## src/rtl/rbu_pkg.sv

```systemverilog
// Shared types, constants and helpers for the two-times bilinear upscaler.
`timescale 1ns / 1ps

package rbu_pkg;

    // Configuration port
    localparam int CFG_W     = 12;
    localparam int CFG_IDX_W = 1;

    localparam logic [CFG_IDX_W-1:0] REG_IMAGE_WIDTH  = 1'b0;
    localparam logic [CFG_IDX_W-1:0] REG_IMAGE_HEIGHT = 1'b1;

    localparam logic [CFG_W-1:0] RST_IMAGE_WIDTH  = 12'd640;
    localparam logic [CFG_W-1:0] RST_IMAGE_HEIGHT = 12'd480;

    // Output coordinate width and maximum words per input pixel
    localparam int COORD_W   = 12;
    localparam int MAX_WORDS = 4;
    localparam int CNT_W     = 3;

    typedef logic [COORD_W-1:0] t_coord;
    typedef logic [CNT_W-1:0]   t_cnt;

    // One RGB pixel
    typedef struct packed {
        logic [7:0] red;
        logic [7:0] green;
        logic [7:0] blue;
    } t_rgb;

    // Input word
    typedef struct packed {
        logic [7:0] in_red;
        logic [7:0] in_green;
        logic [7:0] in_blue;
    } t_pix_in;

    // Output word
    typedef struct packed {
        t_coord     out_row;
        t_coord     out_col;
        logic [7:0] out_red;
        logic [7:0] out_green;
        logic [7:0] out_blue;
        logic       run_last;
    } t_pix_out;

    // Floor average of one channel
    function automatic logic [7:0] avg8(input logic [7:0] a, input logic [7:0] b);
        logic [8:0] s;
        s = {1'b0, a} + {1'b0, b};
        return s[8:1];
    endfunction

    // Per-channel floor average of two pixels
    function automatic t_rgb avg_px(input t_rgb a, input t_rgb b);
        t_rgb r;
        r.red   = avg8(a.red,   b.red);
        r.green = avg8(a.green, b.green);
        r.blue  = avg8(a.blue,  b.blue);
        return r;
    endfunction

    // Assemble one output word
    function automatic t_pix_out mk_word(input t_coord row, input t_coord col,
                                         input t_rgb px, input logic last);
        t_pix_out w;
        w.out_row   = row;
        w.out_col   = col;
        w.out_red   = px.red;
        w.out_green = px.green;
        w.out_blue  = px.blue;
        w.run_last  = last;
        return w;
    endfunction

endpackage

```

## src/rtl/rbu_interp.sv

```systemverilog
// Interpolation of one input pixel into its packed list of output words.
`timescale 1ns / 1ps

module rbu_interp
    import rbu_pkg::*;
(
    input  t_rgb     i_px,
    input  t_rgb     i_left,
    input  t_rgb     i_up,
    input  t_rgb     i_upleft,
    input  t_coord   i_row2,
    input  t_coord   i_col2,
    input  logic     i_has_left,
    input  logic     i_has_up,
    output t_pix_out o_words [MAX_WORDS],
    output t_cnt     o_count
);

    t_rgb   w_horiz;
    t_rgb   w_vert;
    t_rgb   w_above;
    t_rgb   w_centre;
    t_coord w_row1;
    t_coord w_col1;
    logic   w_both;

    // Neighbour averages; the centre goes through the two horizontal ones
    assign w_horiz  = avg_px(i_left, i_px);
    assign w_vert   = avg_px(i_up, i_px);
    assign w_above  = avg_px(i_upleft, i_up);
    assign w_centre = avg_px(w_above, w_horiz);

    assign w_row1 = i_row2 - t_coord'(1);
    assign w_col1 = i_col2 - t_coord'(1);
    assign w_both = i_has_left & i_has_up;

    assign o_count = t_cnt'(1) + t_cnt'(i_has_left) + t_cnt'(i_has_up) + t_cnt'(w_both);

    // Pack the words that exist, in emission order
    always_comb begin
        o_words[0] = mk_word(i_row2, i_col2, i_px, o_count == t_cnt'(1));
        if (i_has_left) begin
            o_words[1] = mk_word(i_row2, w_col1, w_horiz, o_count == t_cnt'(2));
        end else begin
            o_words[1] = mk_word(w_row1, i_col2, w_vert, o_count == t_cnt'(2));
        end
        o_words[2] = mk_word(w_row1, i_col2, w_vert, o_count == t_cnt'(3));
        o_words[3] = mk_word(w_row1, w_col1, w_centre, 1'b1);
    end

endmodule

```

## config.mk

```make
export PLATFORM = sky130hd
export DESIGN_NAME = rbu_interp
export DESIGN_NICKNAME = d
export VERILOG_FILES = /design/src/rtl/rbu_pkg.sv /design/src/rtl/rbu_interp.sv
export SDC_FILE = /design/constraint.sdc
export NUM_CORES = 1
export LEC_CHECK = 0
export BUFFER_PORTS_ARGS = -buffer_cell sky130_fd_sc_hd__buf_2
export CORE_AREA = 2 2 126 128
export DETAILED_ROUTE_END_ITERATION = 7
export DIE_AREA = 0 0 128 130
export PLACE_DENSITY = 0.63
export SYNTH_ARGS = -nofsm -noshare
export SYNTH_HDL_FRONTEND = slang
export SYNTH_SLANG_ARGS = --single-unit
```

## constraint.sdc

```tcl
create_clock -name vclk -period 5.6
set_input_delay 0.28 -clock vclk [all_inputs]
set_output_delay 0.28 -clock vclk [all_outputs]
set_load 0.005 [all_outputs]
```

### Word-level counts from Yosys, hierarchy flattened

Index checks and enable logic that the tools add are counted.

* multiplexer cells: 1
* bitwise logic cells: 1
* equal/unequal tests: 3
* add/sub/neg operators: 17

Operators by type and width (number)
* 8-bit by 8-bit adder with 9-bit output: 12
* 49-bit 2-to-1 mux: 1
* 12-bit by 1-bit subtractor with 12-bit output, second input constant: 2
* 3-bit by 2-bit equality test with 1-bit output, second input constant: 2
* 2-bit by 1-bit adder with 3-bit output: 1
* 3-bit by 1-bit adder with 3-bit output: 1
* 3-bit by 1-bit equality test with 1-bit output, second input constant: 1
* 1-bit by 1-bit adder with 2-bit output, first input constant: 1
* 1-bit AND: 1

* register bits: 0
* output and inout bits: 199
* word-level logic and storage cells: 22
* bits of input ports: 122

### Logic depth before layout (Yosys ltp)

* word-level depth: 5
* depth in mapped cells: 13
* depth with buffers taken out: 13

### Worst setup path before layout

Ideal clock, no wire load.

* path kind: input -> output
* from: input port i_up[17] (netlist name)
* to: output port o_words[23] (netlist name)
* slack: 2.590 ns
* stages on the path: 11
* path buffers: 0
* required time: 5.320 ns
* data arrival time: 2.730 ns
* cells stage by stage: inv_1 -> fa_1 -> xnor2_1 -> ha_1 -> nor3b_1 -> o21ai_0 -> nand2b_1 -> a21o_1 -> maj3_2 -> o211a_1 -> or4_1

RTL lines
* start: declaration: RTL line rbu_interp.sv:9 `input t_rgb i_up,`
* end: declaration: RTL line rbu_interp.sv:15 `output t_pix_out o_words [MAX_WORDS],`

==> impl_results.md <==
* WL final at between 15000 and 20000 microns
* Final Max Tran Viols at 0
* FMAX at 289 MHz
* Via count at 5575
* CP bufs+invs at 2
* Core region area at 0.0154 sq mm
* Met2 WL at 8430 microns
* Worst min-delay path category: input port to output port
* Min-delay src: i_px[23]
* # nets final at 1152
* IO buf count at 320
* Final-report setup violation count at 0
* TNS Setup at 0 ns
* FFs & Latches at 0
* Routed Antenna Nets at 0
* Post-CTS Resized at 0
* Setup CP Type: input port to output port
* Vias in the first global route at 4989
* Max_slew headroom at 0.497
* Post-CTS Repair Setup Buffers at 0
* Total gr overflow at 0
* Crit-path max FO at 3
* Pwr dens at 166 mW/mm^2
* Dpl cell area at 0.00651 sq mm
* Hold_buf cts at 0
* FP Rows at 46
* Die area at 0.0166 sq mm
* Leak Pwr at 0.00340 uW
* Synthesized Nets at ~910
* Met3 routed WL at 925 microns
* Worst Setup End Kind: output port
* Most frequent cells in the layout: buf_2, ha_1, xnor2_1
* Initial antenna violation count at 2
* Crit path time final at 3.46 ns
* Final hold violations at 0
* First-pass GRT wire length at 25000 microns
* Initial drt markers at 179
* Synth top area share at 0.198
* Final Util at 0.422
* GP Congestion at 0.878
* Chip width at around 130 microns
* Worst vdd ir at 0.0000625 V
* Largest net degree at the start of global routing at 30
* Min-Delay Endpoint: o_words[171]
* DR pass1 iterations at 4
* Finished Cell Area at 0.00651 sq mm
* I/O pin total at 321
* Die Height at 130 microns
* Data arrival time of the worst path at 3.18 ns
* Distinct cells, synth at 63
* Final period utilization at 0.618
* Area of the mapped netlist at ~0.0053 sq mm
* CP Cell Sequence: buf_2 > ha_1 > a31o_1 > a21oi_1 > xnor2_1 > ha_1 > o21ai_0 > nand2b_1 > a21o_1 > maj3_2 > o211a_1 > or4_1 > buf_2
* Post-synthesis sequential area ratio at 0
* Drc violations at 0
* Commonest non-fill, non-tap cell in the layout: buf_2
* RSZ-0062 raised after global routing: no
* Startpoint types: input port
* Post-Route M1 WL at 7460 microns
* Outcome: complete, no violations
* Area growth, synth to finish at 24.0%
* CP delay by family, top: compound AO/OA/AOI/OAI gates
* Crit path required time at 5.32 ns
* Fraction of layout instances using a drive strength above 1 at 0.385
* Gate count of the mapped netlist at 695
* Worst path max stage delay at 0.53 ns
* Post-DP HPWL at between 10000 and 15000 microns
* Hold Path Depth at 2
* Highest metal used: met5
* Max-Cap Viols at 0
* Initial Utilization at 0.340
* Mean routed wirelength per cell at ~15 microns
* Vias per cell at 4.96
* Mapped Avg Cell Area at about 7.6 sq um
* Dominant cells by area after synthesis: ha_1, buf_4, xnor2_1
* Worst path slowest cell: or4_1
* Slew of the pin with the lowest slew margin at 0.754 ns
* Yosys warnings at 0
* N_diodes at 0
* FF+latch area at 0 sq um
* CLK BUF at 0
* Top cell type by total area after synthesis: ha_1
* Tot GR Track Use at 0.184
[final cells by class]
type | instances | area (sq um)
Fill cell | 1614 | 8920
Inverter | 53 | 199
Multi-Input combinational cell | 559 | 4460
Tap cell | 192 | 240
Timing Repair Buffer | 321 | 1610
[logic make-up (layout without fill, tap and decap cells)]
family | count (synthesis) | after routing | share of synthesized area
adders and majority gates | 101 | 101 | 0.255
buffers and inverters | 136 | 374 | 0.150
other | 1 | 1 | 0.000714
and+or+nand+nor | 186 | 186 | 0.202
AOI/OAI and AO/OA | 161 | 161 | 0.201
xor gates and xnor gates | 92 | 92 | 0.153
muxes | 18 | 18 | 0.0372
[synthesized netlist by cell type (3+ instances only)]
master,number
or3_1,7
fa_1,12
mux2i_1,6
o21a_1,19
or2_2,5
a21oi_1,28
nand3_1,6
nor2b_1,15
xor2_1,32
a31o_1,3
clkbuf_1,7
ha_1,83
a21boi_0,5
nand2_1,30
a21o_1,13
a31o_2,9
nand2b_1,18
nor3_1,16
buf_4,74
o22ai_1,3
maj3_1,5
o31a_1,4
nor3b_1,13
mux2_2,12
inv_1,53
o21ai_0,47
and3_1,6
xnor2_1,60
or3_4,4
nor2_1,44
nor4_1,6
a211oi_1,7
a2bb2oi_1,3
[how the worst max path moves through the flow]
stage	startpoint	endpoint	slack [ns]	depth (start not counted)
floorplan	i_up[17]	o_words[23]	2.59	11
global placement	i_up[17]	o_words[23]	2.13	13
detailed placement	i_up[17]	o_words[23]	2.14	13
CTS	i_up[17]	o_words[23]	2.11	13
global route	i_up[17]	o_words[23]	1.99	14
finish	i_up[17]	o_words[23]	2.14	13
[report_power, final]
| part | internal [uW] | switching, uW | total, uW |
|---|---|---|---|
| combinational | 520 | 561 | 1080 |
| sequential | 0 | 0 | 0 |
| clock | 0 | 0 | 0 |
[metrics by stage]
step | power [uW] | cells | hold WS, ns | setup WS [ns]
after floorplan | 690 | 695 | 0.597 | 2.59
after CTS | 1090 | 1125 | 0.773 | 2.11
after detailed placement | 1080 | 1125 | 0.773 | 2.14
final | 1080 | 1125 | 0.771 | 2.14
after global routing | 1200 | 1125 | 0.792 | 1.99
after global placement | 1070 | 1125 | 0.768 | 2.13
[per-layer routing]
metal  global-route usage  vias up
met5                    0        -
met4               0.0110        2
met3               0.0234        8
met2                0.352      185
met1                0.231     2509
li1                     -     2871
(Power assumes the default switching activity.)
